[src/hdl/cnd_pkg.sv]
// Package with shared types and constants of the cross-neighbor despeckle filter.
`timescale 1ns / 1ps

package cnd_pkg;

    localparam int CFG_ADDR_BITS = 2;
    localparam int CFG_DATA_BITS = 10;
    localparam int COLS_BITS     = 6;
    localparam int ROWS_BITS     = 10;
    localparam int THR_BITS      = 4;

    localparam logic [CFG_ADDR_BITS-1:0] REG_FRAME_COLS     = 2'd0;
    localparam logic [CFG_ADDR_BITS-1:0] REG_FRAME_ROWS     = 2'd1;
    localparam logic [CFG_ADDR_BITS-1:0] REG_DIFF_THRESHOLD = 2'd2;

    localparam logic [COLS_BITS-1:0] COLS_RESET = 6'd30;
    localparam logic [ROWS_BITS-1:0] ROWS_RESET = 10'd20;
    localparam logic [THR_BITS-1:0]  THR_RESET  = 4'd1;

    typedef enum logic [1:0] {
        ST_IDLE,
        ST_FADDR,
        ST_READ,
        ST_EMIT
    } state_t;

    typedef struct packed {
        logic up;
        logic left;
        logic right;
        logic down;
    } nb_mask_t;

endpackage

[src/hdl/cnd_ram.sv]
// Generic simple dual-port RAM with one write port and one registered read port.
`timescale 1ns / 1ps

module cnd_ram #(
    parameter int WIDTH = 4,
    parameter int DEPTH = 32
) (
    input  logic                     clk,
    input  logic                     we,
    input  logic [$clog2(DEPTH)-1:0] waddr,
    input  logic [WIDTH-1:0]         wdata,
    input  logic                     re,
    input  logic [$clog2(DEPTH)-1:0] raddr,
    output logic [WIDTH-1:0]         rdata
);

    logic [WIDTH-1:0] mem [DEPTH];

    always_ff @(posedge clk)
    begin
        if (we)
        begin
            mem[waddr] <= wdata;
        end
        if (re)
        begin
            rdata <= mem[raddr];
        end
    end

endmodule

[src/hdl/cnd_core.sv]
// Despeckle arithmetic: neighbor test against the threshold and rounded average.
`timescale 1ns / 1ps

module cnd_core #(
    parameter int PIXEL_BITS = 4
) (
    input  logic [PIXEL_BITS-1:0]          center,
    input  logic [PIXEL_BITS-1:0]          up,
    input  logic [PIXEL_BITS-1:0]          left,
    input  logic [PIXEL_BITS-1:0]          right,
    input  logic [PIXEL_BITS-1:0]          down,
    input  cnd_pkg::nb_mask_t              mask,
    input  logic [cnd_pkg::THR_BITS-1:0]   thr,
    output logic [PIXEL_BITS-1:0]          result
);

    localparam int CW = PIXEL_BITS + 1;
    localparam int SW = PIXEL_BITS + 2;
    localparam int K  = SW + 1;
    localparam int PW = SW + K;
    localparam logic [K-1:0] RECIP = K'(((1 << K) + 2) / 3);

    logic [CW-1:0] center_w;
    logic [CW-1:0] thr_w;
    logic          ex_up;
    logic          ex_left;
    logic          ex_right;
    logic          ex_down;
    logic          all_exceed;
    logic [2:0]    cnt;
    logic [SW-1:0] sum;
    logic [SW-1:0] sum_inc;
    logic [PW-1:0] prod;
    logic [SW-1:0] avg;

    assign center_w = {1'b0, center};
    assign thr_w    = CW'(thr);

    assign ex_up    = center_w > ({1'b0, up} + thr_w);
    assign ex_left  = center_w > ({1'b0, left} + thr_w);
    assign ex_right = center_w > ({1'b0, right} + thr_w);
    assign ex_down  = center_w > ({1'b0, down} + thr_w);

    assign all_exceed = (!mask.up || ex_up) && (!mask.left || ex_left)
                     && (!mask.right || ex_right) && (!mask.down || ex_down);

    assign cnt = 3'(mask.up) + 3'(mask.left) + 3'(mask.right) + 3'(mask.down);

    assign sum = (mask.up    ? SW'(up)    : '0)
               + (mask.left  ? SW'(left)  : '0)
               + (mask.right ? SW'(right) : '0)
               + (mask.down  ? SW'(down)  : '0);

    // A third of sum + 1 gives the half-up rounding for three neighbors.
    assign sum_inc = sum + SW'(1);
    assign prod    = PW'(sum_inc) * PW'(RECIP);

    always_comb
    begin
        case (cnt)
            3'd1:    avg = sum;
            3'd2:    avg = (sum + SW'(1)) >> 1;
            3'd3:    avg = prod[K +: SW];
            3'd4:    avg = (sum + SW'(2)) >> 2;
            default: avg = SW'(center);
        endcase
    end

    assign result = (cnt == 3'd0 || !all_exceed) ? center : avg[PIXEL_BITS-1:0];

endmodule

[src/hdl/cross_neighbor_despeckle_filter.sv]
// Top level of the cross-neighbor despeckle filter: sequencer, row stores and output register.
//
//  Channel | Direction | Handshake              | Payload
//  s_*     | in        | s_tvalid / s_tready    | s_tdata: pixel_in
//  m_*     | out       | m_tvalid / m_tready    | m_tdata: pixel_out, m_tlast: frame_end
//  cfg_*   | in        | cfg_we (no wait)       | cfg_addr, cfg_wdata
//
// First-row pixels are only stored; other pixels pass the read and result states, because the
// single read port of the raw row store delivers the center and the right neighbor in turn.
// The last pixel of a frame is followed by a flush of the last row, read out column by column.
// The row stores are not cleared at reset; entries are written before they are read.
// While the output register holds an untaken transfer, the block waits with the next result.
`timescale 1ns / 1ps

module cross_neighbor_despeckle_filter #(
    parameter int MAX_COLS   = 32,
    parameter int PIXEL_BITS = 4
) (
    input  logic                                clk,
    input  logic                                rst_n,
    input  logic                                s_tvalid,
    output logic                                s_tready,
    input  logic [((PIXEL_BITS+7)/8)*8-1:0]     s_tdata,   // pixel_in
    output logic                                m_tvalid,
    input  logic                                m_tready,
    output logic [((PIXEL_BITS+7)/8)*8-1:0]     m_tdata,   // pixel_out
    output logic                                m_tlast,
    input  logic                                cfg_we,
    input  logic [cnd_pkg::CFG_ADDR_BITS-1:0]   cfg_addr,
    input  logic [cnd_pkg::CFG_DATA_BITS-1:0]   cfg_wdata
);

    localparam int DW = ((PIXEL_BITS + 7) / 8) * 8;
    localparam int AW = $clog2(MAX_COLS);
    localparam int NB = cnd_pkg::COLS_BITS;
    localparam int RB = cnd_pkg::ROWS_BITS;

    cnd_pkg::state_t             state_reg, state_next;
    logic [NB-1:0]               cols_cfg_reg;
    logic [RB-1:0]               rows_cfg_reg;
    logic [cnd_pkg::THR_BITS-1:0] thr_cfg_reg;

    logic [AW-1:0]               col_reg, col_next;
    logic [RB-1:0]               row_reg, row_next;
    logic [AW-1:0]               idx_reg, idx_next;
    logic                        up_ok_reg, up_ok_next;
    logic                        flush_reg, flush_next;
    logic [PIXEL_BITS-1:0]       pix_reg, pix_next;
    logic [PIXEL_BITS-1:0]       center_reg, center_next;
    logic [PIXEL_BITS-1:0]       up_reg, up_next;
    logic [PIXEL_BITS-1:0]       left_reg, left_next;
    logic                        out_valid_reg, out_valid_next;
    logic [PIXEL_BITS-1:0]       out_pix_reg, out_pix_next;
    logic                        out_last_reg, out_last_next;

    logic [NB-1:0]               eff_cols;
    logic [RB-1:0]               eff_rows;
    logic                        col_last;
    logic                        idx_last;
    logic                        row_last;
    logic [AW-1:0]               idx_inc;
    logic                        out_free;
    logic                        accept;

    logic                        raw_we, raw_re;
    logic [AW-1:0]               raw_waddr, raw_raddr;
    logic [PIXEL_BITS-1:0]       raw_wdata, raw_rdata;
    logic                        filt_we, filt_re;
    logic [AW-1:0]               filt_raddr;
    logic [PIXEL_BITS-1:0]       filt_rdata;

    cnd_pkg::nb_mask_t           mask;
    logic [PIXEL_BITS-1:0]       core_v;

    assign eff_cols = (cols_cfg_reg == '0) ? NB'(1)
                    : ((cols_cfg_reg > NB'(MAX_COLS)) ? NB'(MAX_COLS) : cols_cfg_reg);
    assign eff_rows = (rows_cfg_reg == '0) ? RB'(1) : rows_cfg_reg;

    assign col_last = (NB'(col_reg) + NB'(1)) >= eff_cols;
    assign idx_last = (NB'(idx_reg) + NB'(1)) >= eff_cols;
    assign row_last = ((RB + 1)'(row_reg) + (RB + 1)'(1)) >= (RB + 1)'(eff_rows);
    assign idx_inc  = idx_reg + AW'(1);
    assign out_free = !out_valid_reg || m_tready;

    assign s_tready = (state_reg == cnd_pkg::ST_IDLE);
    assign accept   = s_tvalid && s_tready;
    assign m_tvalid = out_valid_reg;
    assign m_tdata  = DW'(out_pix_reg);
    assign m_tlast  = out_last_reg;

    assign mask.up    = up_ok_reg;
    assign mask.left  = (idx_reg != '0);
    assign mask.right = !idx_last;
    assign mask.down  = !flush_reg;

    cnd_ram #(
        .WIDTH (PIXEL_BITS),
        .DEPTH (MAX_COLS)
    ) u_raw_ram (
        .clk   (clk),
        .we    (raw_we),
        .waddr (raw_waddr),
        .wdata (raw_wdata),
        .re    (raw_re),
        .raddr (raw_raddr),
        .rdata (raw_rdata)
    );

    cnd_ram #(
        .WIDTH (PIXEL_BITS),
        .DEPTH (MAX_COLS)
    ) u_filt_ram (
        .clk   (clk),
        .we    (filt_we),
        .waddr (idx_reg),
        .wdata (core_v),
        .re    (filt_re),
        .raddr (filt_raddr),
        .rdata (filt_rdata)
    );

    cnd_core #(
        .PIXEL_BITS (PIXEL_BITS)
    ) u_core (
        .center (center_reg),
        .up     (up_reg),
        .left   (left_reg),
        .right  (raw_rdata),
        .down   (pix_reg),
        .mask   (mask),
        .thr    (thr_cfg_reg),
        .result (core_v)
    );

    always_ff @(posedge clk or negedge rst_n)
    begin
        if (!rst_n)
        begin
            cols_cfg_reg <= cnd_pkg::COLS_RESET;
            rows_cfg_reg <= cnd_pkg::ROWS_RESET;
            thr_cfg_reg  <= cnd_pkg::THR_RESET;
        end
        else if (cfg_we)
        begin
            unique case (cfg_addr)
                cnd_pkg::REG_FRAME_COLS:     cols_cfg_reg <= cfg_wdata[NB-1:0];
                cnd_pkg::REG_FRAME_ROWS:     rows_cfg_reg <= cfg_wdata[RB-1:0];
                cnd_pkg::REG_DIFF_THRESHOLD: thr_cfg_reg  <= cfg_wdata[cnd_pkg::THR_BITS-1:0];
                default:
                begin
                end
            endcase
        end
    end

    always_ff @(posedge clk or negedge rst_n)
    begin
        if (!rst_n)
        begin
            state_reg     <= cnd_pkg::ST_IDLE;
            col_reg       <= '0;
            row_reg       <= '0;
            idx_reg       <= '0;
            up_ok_reg     <= 1'b0;
            flush_reg     <= 1'b0;
            out_valid_reg <= 1'b0;
            left_reg      <= '0;
        end
        else
        begin
            state_reg     <= state_next;
            col_reg       <= col_next;
            row_reg       <= row_next;
            idx_reg       <= idx_next;
            up_ok_reg     <= up_ok_next;
            flush_reg     <= flush_next;
            out_valid_reg <= out_valid_next;
            left_reg      <= left_next;
        end
    end

    always_ff @(posedge clk)
    begin
        pix_reg      <= pix_next;
        center_reg   <= center_next;
        up_reg       <= up_next;
        out_pix_reg  <= out_pix_next;
        out_last_reg <= out_last_next;
    end

    always_comb
    begin
        state_next     = state_reg;
        col_next       = col_reg;
        row_next       = row_reg;
        idx_next       = idx_reg;
        up_ok_next     = up_ok_reg;
        flush_next     = flush_reg;
        pix_next       = pix_reg;
        center_next    = center_reg;
        up_next        = up_reg;
        left_next      = left_reg;
        out_valid_next = out_valid_reg && !m_tready;
        out_pix_next   = out_pix_reg;
        out_last_next  = out_last_reg;
        raw_we         = 1'b0;
        raw_waddr      = idx_reg;
        raw_wdata      = pix_reg;
        raw_re         = 1'b0;
        raw_raddr      = idx_reg;
        filt_we        = 1'b0;
        filt_re        = 1'b0;
        filt_raddr     = idx_reg;

        unique case (state_reg)
            cnd_pkg::ST_IDLE:
            begin
                if (accept)
                begin
                    pix_next = s_tdata[PIXEL_BITS-1:0];
                    idx_next = col_reg;
                    if (row_reg == '0)
                    begin
                        raw_we    = 1'b1;
                        raw_waddr = col_reg;
                        raw_wdata = s_tdata[PIXEL_BITS-1:0];
                        if (col_last)
                        begin
                            col_next = '0;
                            if (row_last)
                            begin
                                row_next   = '0;
                                flush_next = 1'b1;
                                up_ok_next = 1'b0;
                                idx_next   = '0;
                                state_next = cnd_pkg::ST_FADDR;
                            end
                            else
                            begin
                                row_next = row_reg + RB'(1);
                            end
                        end
                        else
                        begin
                            col_next = col_reg + AW'(1);
                        end
                    end
                    else
                    begin
                        raw_re     = 1'b1;
                        filt_re    = 1'b1;
                        raw_raddr  = col_reg;
                        filt_raddr = col_reg;
                        up_ok_next = (row_reg >= RB'(2));
                        flush_next = 1'b0;
                        state_next = cnd_pkg::ST_READ;
                    end
                end
            end

            cnd_pkg::ST_FADDR:
            begin
                raw_re     = 1'b1;
                filt_re    = 1'b1;
                state_next = cnd_pkg::ST_READ;
            end

            cnd_pkg::ST_READ:
            begin
                center_next = raw_rdata;
                up_next     = filt_rdata;
                raw_re      = 1'b1;
                raw_raddr   = idx_inc;
                state_next  = cnd_pkg::ST_EMIT;
            end

            cnd_pkg::ST_EMIT:
            begin
                if (out_free)
                begin
                    out_valid_next = 1'b1;
                    out_pix_next   = core_v;
                    filt_we        = 1'b1;
                    left_next      = core_v;
                    if (!flush_reg)
                    begin
                        raw_we        = 1'b1;
                        out_last_next = 1'b0;
                        state_next    = cnd_pkg::ST_IDLE;
                        if (idx_last)
                        begin
                            col_next = '0;
                            if (row_last)
                            begin
                                row_next   = '0;
                                flush_next = 1'b1;
                                up_ok_next = 1'b1;
                                idx_next   = '0;
                                state_next = cnd_pkg::ST_FADDR;
                            end
                            else
                            begin
                                row_next = row_reg + RB'(1);
                            end
                        end
                        else
                        begin
                            col_next = col_reg + AW'(1);
                        end
                    end
                    else
                    begin
                        out_last_next = idx_last;
                        if (idx_last)
                        begin
                            flush_next = 1'b0;
                            state_next = cnd_pkg::ST_IDLE;
                        end
                        else
                        begin
                            idx_next   = idx_inc;
                            raw_re     = 1'b1;
                            filt_re    = 1'b1;
                            raw_raddr  = idx_inc;
                            filt_raddr = idx_inc;
                            state_next = cnd_pkg::ST_READ;
                        end
                    end
                end
            end

            default:
            begin
                state_next = cnd_pkg::ST_IDLE;
            end
        endcase
    end

    a_emit_holds: assert property (@(posedge clk) disable iff (!rst_n)
        (state_reg == cnd_pkg::ST_EMIT && !out_free) |=> (state_reg == cnd_pkg::ST_EMIT))
        else $error("Result stage left while the output register was still occupied.");

    a_no_accept_in_flush: assert property (@(posedge clk) disable iff (!rst_n)
        accept |-> !flush_reg)
        else $error("Input transfer taken while the last row was being flushed.");

    a_read_then_emit: assert property (@(posedge clk) disable iff (!rst_n)
        (state_reg == cnd_pkg::ST_READ) |=> (state_reg == cnd_pkg::ST_EMIT))
        else $error("Read stage was not followed by the result stage.");

    a_filt_write_with_output: assert property (@(posedge clk) disable iff (!rst_n)
        filt_we |=> out_valid_reg)
        else $error("Filtered row store written without a result being presented.");

endmodule
[config.mk]
export PLATFORM = sky130hd
export DESIGN_NAME = cross_neighbor_despeckle_filter
export DESIGN_NICKNAME = d
export VERILOG_FILES = /design/src/hdl/cnd_pkg.sv /design/src/hdl/cnd_ram.sv /design/src/hdl/cnd_core.sv /design/src/hdl/cross_neighbor_despeckle_filter.sv
export SDC_FILE = /design/constraint.sdc
export NUM_CORES = 1
export LEC_CHECK = 0
export BUFFER_PORTS_ARGS = -buffer_cell sky130_fd_sc_hd__buf_2
export CELL_PAD_IN_SITES_DETAIL_PLACEMENT = 1
export CELL_PAD_IN_SITES_GLOBAL_PLACEMENT = 1
export CORE_MARGIN = 5
export CORE_UTILIZATION = 55
export DETAILED_ROUTE_END_ITERATION = 10
export GPL_TIMING_DRIVEN = 0
export PLACE_DENSITY = 0.94
export SLEW_MARGIN = 20
export SYNTH_ARGS = -nofsm -noshare
export SYNTH_HDL_FRONTEND = slang
export SYNTH_SLANG_ARGS = --single-unit
export TNS_END_PERCENT = 1
[constraint.sdc]
create_clock -name clk -period 13.25 [get_ports clk]
set_input_delay 1.325 -clock clk [delete_from_list [all_inputs] [get_ports clk]]
set_output_delay 1.325 -clock clk [all_outputs]
set_load 0.005 [all_outputs]
### Yosys cells after proc, flatten, opt, wreduce, memory -nomap -nowiden

Memories as Yosys holds them, arrays and structs flattened. A register that Yosys moved wholly into a read port is not among the register bits.
Cells that the tools add are included.

* flip-flop bits (word level): 66
* memory bits (writable): 256
* output and inout port bits: 11
* word-level logic and storage cells: 197
* memories: 2

* $add $sub $neg: 18
* multipliers: 1
* magnitude comparators: 9
* equal/unequal tests: 20
* multiplexer cells: 93
* reduce and logical (&&, ||, !) cells: 38

Memories
* u_filt_ram.mem: depth 32, width 4, read ports 1, clocked after memory_dff 1, write ports 1, line cnd_ram.sv:17 `logic [WIDTH-1:0] mem [DEPTH];`
* u_raw_ram.mem: depth 32, width 4, read ports 1, clocked after memory_dff 1, write ports 1, line cnd_ram.sv:17

Operator list (count)
* 2-to-1 mux 5 bit: 22
* 2-to-1 mux 10 bit: 8
* 2-to-1 mux 1 bit: 34
* 2-to-1 mux 4 bit: 8
* case mux 5 bit (2 select lines): 3
* adder 4 x 4 -> 5 bit: 4
* > comparator 4 x 5 -> 1 bit: 4
* zero test 10 bit: 2
* case mux 10 bit (2 select lines): 1
* case mux 4 bit (4 select lines): 1
* case mux 5 bit (3 select lines): 1
* AND reduction 5 bit: 3
* 2-to-1 mux 2 bit: 7
* adder 5 x 1 -> 6 bit (second input constant): 2
* adder 6 bit: 2
* >= comparator 6 bit: 2
* 2-to-1 mux 6 bit: 2
* != test 3 bit (second input constant): 4
* adder 10 x 1 -> 11 bit (second input constant): 1
* >= comparator 11 x 10 -> 1 bit: 1
* multiplier 6 x 6 -> 11 bit (second input constant): 1
* adder 10 x 1 -> 10 bit (second input constant): 1
* adder 5 x 1 -> 5 bit (second input constant): 2
* >= comparator 10 x 2 -> 1 bit (second input constant): 1
* 29 further kinds: 62

### Logic depth before layout (Yosys ltp)

* depth after elaboration: 11
* mapped depth: 36

### Modules after synthesis

Synthesis repeated with hierarchy kept, for this count alone.

* cell total of the unflattened synthesis: 1166
* area total of the unflattened synthesis: 16930.0 µm²

By module, submodules not included
* cnd_ram: times used 2, cells an instance 231, area an instance 5178.7 µm²
* cross_neighbor_despeckle_filter: times used 1, cells an instance 445, area an instance 4349.2 µm²
* cnd_core: times used 1, cells an instance 259, area an instance 2223.4 µm²

### Worst setup path before layout

Ideal clock, no wire load.

* path type: flip-flop to flip-flop
* start: reg idx_reg[0]
* end: reg out_pix_reg[1], data pin
* setup time: 0.387 ns
* arrival: 8.192 ns
* setup slack: 4.671 ns
* stages on the path, launching flop included: 31
* path buffers: 3
* clock period less this slack: 8.579 ns
* cell sequence: dfrtp_1 > ha_1 > clkbuf_1 > nand3_1 > xnor2_1 > ha_1 > a41o_1 > a21oi_2 > buf_4 > clkbuf_1 > nand2_1 > fa_1 > fa_1 > inv_1 > ha_1 > fa_1 > xor2_1 > nand3_1 > xnor2_1 > ha_1 > ha_1 > fa_1 > ha_1 > a41o_1 > a21o_1 > a21oi_1 > o21bai_1 > xnor2_1 > nor2_1 > a221oi_1 > a21oi_1

* word-level cells in the longest chain between the ends: 9
* elaborated cells between the ends (all ways): 30
* classes of those cells: add/sub: 9; mul: 1; order compare: 1; eq/ne: 4; mux: 4; reduce/logical: 11

RTL lines
* start, declared: line cross_neighbor_despeckle_filter.sv:45 `logic [AW-1:0] idx_reg, idx_next;`
* start signal, assigned: line cross_neighbor_despeckle_filter.sv:174 `idx_reg <= idx_next;`
* adder 5 x 1 -> 6 bit / nonzero test 5 bit (equally long branches): line cross_neighbor_despeckle_filter.sv:80, cross_neighbor_despeckle_filter.sv:92
* >= comparator 6 bit (tied with other cells): line cross_neighbor_despeckle_filter.sv:80 `assign idx_last = (NB'(idx_reg) + NB'(1)) >= eff_cols;`
* 2-to-1 mux 4 bit (tied with other cells): line cnd_core.sv:51 `+ (mask.right ? SW'(right) : '0)`
* adder 6 bit / logical AND 1 bit (equally long branches): line cnd_core.sv:51, cnd_core.sv:44
* adder 6 x 4 -> 6 bit / logical AND 1 bit (equally long branches): line cnd_core.sv:52, cnd_core.sv:45
* adder 6 x 1 -> 6 bit / logical AND 1 bit (equally long branches): line cnd_core.sv:55, cnd_core.sv:45
* multiplier 6 x 6 -> 11 bit / zero test 1 bit (equally long branches): line cnd_core.sv:56, cnd_core.sv:69
* case mux 4 bit (4 select lines) / logical OR 1 bit (equally long branches): line cnd_core.sv:60, cnd_core.sv:69
* 2-to-1 mux 4 bit (*): line cnd_core.sv:69 `assign result = (cnt == 3'd0 || !all_exceed) ? center : avg[PIXEL_BITS-1:0];`
* net core_v[1]: line cross_neighbor_despeckle_filter.sv:73 `logic [PIXEL_BITS-1:0] core_v;`
* end signal, assigned: line cross_neighbor_despeckle_filter.sv:187 `out_pix_reg <= out_pix_next;`
* end, declared: line cross_neighbor_despeckle_filter.sv:53 `logic [PIXEL_BITS-1:0] out_pix_reg, out_pix_next;`

The timed path passes the listed nets; every way through them passes the cells marked *.
A chain may end at the register's enable or synchronous reset.

### Worst setup path after layout

* start: reg idx_reg[1]
* end: reg left_reg[3]

* word-level cells in the longest chain between the ends: 9
* elaborated cells between the ends (all ways): 30
* classes of those cells: add/sub: 9; mul: 1; order compare: 1; eq/ne: 4; mux: 4; reduce/logical: 11

RTL lines
* adder 5 x 1 -> 6 bit / nonzero test 5 bit (equally long branches): line cross_neighbor_despeckle_filter.sv:80, cross_neighbor_despeckle_filter.sv:92
* >= comparator 6 bit (tied with other cells): line cross_neighbor_despeckle_filter.sv:80
* 2-to-1 mux 4 bit (tied with other cells): line cnd_core.sv:51
* adder 6 bit / logical AND 1 bit (equally long branches): line cnd_core.sv:51, cnd_core.sv:44
* adder 6 x 4 -> 6 bit / logical AND 1 bit (equally long branches): line cnd_core.sv:52, cnd_core.sv:45
* adder 6 x 1 -> 6 bit / logical AND 1 bit (equally long branches): line cnd_core.sv:55, cnd_core.sv:45
* multiplier 6 x 6 -> 11 bit / zero test 1 bit (equally long branches): line cnd_core.sv:56, cnd_core.sv:69
* case mux 4 bit (4 select lines) / logical OR 1 bit (equally long branches): line cnd_core.sv:60, cnd_core.sv:69
* 2-to-1 mux 4 bit (*): line cnd_core.sv:69
* net core_v[3]: line cross_neighbor_despeckle_filter.sv:73
* end signal, assigned: line cross_neighbor_despeckle_filter.sv:178 `left_reg <= left_next;`
* end, declared: line cross_neighbor_despeckle_filter.sv:51 `logic [PIXEL_BITS-1:0] left_reg, left_next;`

Marks and branches as above.

==> impl_metrics.yaml <==
yosys:
  synth_area_leaders: "edfxtp_1, ha_1, dfrtp_1"
  syn_area_per_cell_um2: 11.6
  synth_edf_count: 281
  synthFlopType: "edfxtp_1"
  ys_seq_elements: 330
  seq_area_frac_synth_pct: 55.5
  netlist.area_leader.share_pct: 48.4
  synth_warnings: 0
  synth_common_cells: "edfxtp_1, nand2_1, nor2_1"
  netlist_instances: 1509
  syn_area_um2: 17400
  synth_area_leader_cell: "edfxtp_1"
  async_reset_ff_share_pct: 14.8
  synth.most_common_cell: "edfxtp_1"
  synth_cell_type_count: 79
critical_path:
  arrival_ns: 11.01
  max_stage_delay_ns: 0.74
  path_class: "reg2reg"
  crit_top_cell: "ha_1"
  cp-end-kind: "flip-flop"
  r2r-end: "left_reg[3]"
  r2r_start: "idx_reg[1]"
  path_delay_family: "adder cells"
  reg2reg_slack_ns: 2.70
  critPathLaunchType: "flip-flop"
  path_buf_inv: 4
  slowest_stage: "o21a_2"
  worstPathRequired_ns: 13.71
  reg2reg_depth: 32
  cp_max_fo: 34
timing:
  setup_viol: 0
  fin_crit_sh_pct: 79.6
  fmaxAchievable_mhz: 94.8
  hold-worst-slack_ns: 0.418
  finalHoldViolations: 0
  rsz0062_at_grt: "false"
  tns_ns: 0
  post-route-min-period_ns: 10.55
  slew-limit-headroom_pct: 26.9
  slew_viol_final: 0
  tightest_slew_ns: 1.09
  skew_ns: 0.0330
clock_tree:
  cts.sinks: 330
  htreeDepth: 2
  cts.clk_slew.worst_paths_ns: 0.06
  cts.path.max_buffers: 3
  cts_hold_buf: 0
  numCtsBuffers: 35
  root_buffer: "clkbuf_16"
  clk_latency_ns: 0.54
  cts_tree: "built"
  cts_resized: 0
  cts_setup_buffers: 0
routing:
  wl_mm: 55.9
  drtPass1Iterations: 6
  drc_errors: 0
  ant_nets: 0
  wl_per_cell_um: 27.9
  first_iter_violations: 1524
  num_vias: 13500
  vias_per_cell: 6.74
floorplanning:
  initial_core_util_pct: 55.5
  die-area_um2: 35400
  coreArea_um2: 31400
  rows: 65
  io_pins: 36
  die_y_um: 188
  die_x_um: 188
layout:
  area_growth_pct: 10.6
  fillers: 3248
  antenna_cells: 0
  fin_cells: 2007
  largestRegisters: "u_filt_ram.mem x128, u_raw_ram.mem x128"
  drive_gt1_share_pct: 10.0
  nets: 1719
  final_util_pct: 61.4
min_path:
  hp-start: "u_filt_ram.rdata[0]"
  holdPathEnd: "up_reg[0]"
  worstHoldPathType: "reg2reg"
  whs_path_depth: 0
outcome:
  outcome: "finished, final reports clean"
grt:
  grt_pass1_wl_mm: 85.7
  overflow: 0
  antenna_found_initial: 1
  grtUsageTotal_pct: 31.0
  grt_pass1_vias: 14600
  grt_max_degree: 50
flow_run:
  timing.max_cap.violations: 0
place:
  dpl.cell_count: 1943
  place_hpwl_mm: 38.5
  place.gp.congestion: 0.942
  portBuffers: 27
==> placed cells by master (no fill, tap or decap), types with 12 or more instances in the layout <==
cell type | netlist | final
edfxtp_1 | 281 | 281
nand2_1 | 204 | 201
nor2_1 | 109 | 109
ha_1 | 99 | 99
o21ai_0 | 71 | 69
nand3_1 | 67 | 67
inv_1 | 63 | 63
clkbuf_1 | 50 | 54
dfrtp_1 | 42 | 42
a21oi_1 | 41 | 40
clkbuf_16 | 0 | 36
buf_2 | 8 | 34
nor3_1 | 29 | 29
mux2i_1 | 29 | 29
xnor2_1 | 28 | 28
and3_1 | 25 | 25
mux2_2 | 24 | 24
a22o_1 | 21 | 21
a21o_1 | 19 | 19
fa_1 | 17 | 17
nand2b_1 | 16 | 16
a31oi_1 | 16 | 16
a22oi_1 | 15 | 15
nand4_1 | 13 | 13
and2_1 | 13 | 13
clkinv_1 | 3 | 12
==> cells by family (layout without fill, tap and decap cells) <==
family / after synthesis / after routing / synth area share (%)
other cells: 1 / 4 / 0.0215
buf+inv: 138 / 231 / 3.22
compound gates: 301 / 301 / 12.0
simple gates: 523 / 523 / 14.0
mux: 61 / 61 / 4.31
xor+xnor: 39 / 39 / 1.96
flops: 330 / 330 / 55.5
fa+ha+maj: 116 / 116 / 9.06
==> per-stage QoR <==
| step | area [µm²] | setup slack, ns |
|---|---|---|
| after floorplan | 17400 | 4.67 |
| after global placement | 18100 | 2.15 |
| after detailed placement | 18200 | 2.67 |
| after CTS | 19300 | 2.54 |
| after global routing | 19300 | 2.28 |
| final | 19300 | 2.70 |
==> routing by layer <==
metal	vias up	routed length [µm]	global-route usage, %
met2	764	28300	54.4
met5	-	0	0
met3	207	4510	5.08
met4	0	2800	14.6
li1	5747	-	-
met1	6812	20300	37.5
==> worst max-delay path by stage <==
stage / start / end / slack [ns] / cells after the start
3_5_place_dp: idx_reg[1] / left_reg[2] / 2.67 / 31
3_3_place_gp: idx_reg[0] / u_filt_ram.mem[12][1] / 2.15 / 30
4_1_cts: idx_reg[1] / left_reg[2] / 2.54 / 31
2_1_floorplan: idx_reg[0] / out_pix_reg[1] / 4.67 / 30
6_report: idx_reg[1] / left_reg[3] / 2.70 / 32
5_1_grt: idx_reg[0] / left_reg[3] / 2.28 / 33
==> cell type report <==
class	count	area [µm²]	share of cell area, %
flip-flops and latches	330	9670	50.2
multi-input cells	1044	7260	37.6
clock buffers	40	916	4.75
well taps	402	503	2.61
plain buffers	70	307	1.59
inverters	68	255	1.32
repair buffers	29	193	0.999
clock inverters	24	178	0.921
Power is left out: the tool's default activity adds up to more than one toggle a clock period on the data nets, which glitch-free logic cannot reach.
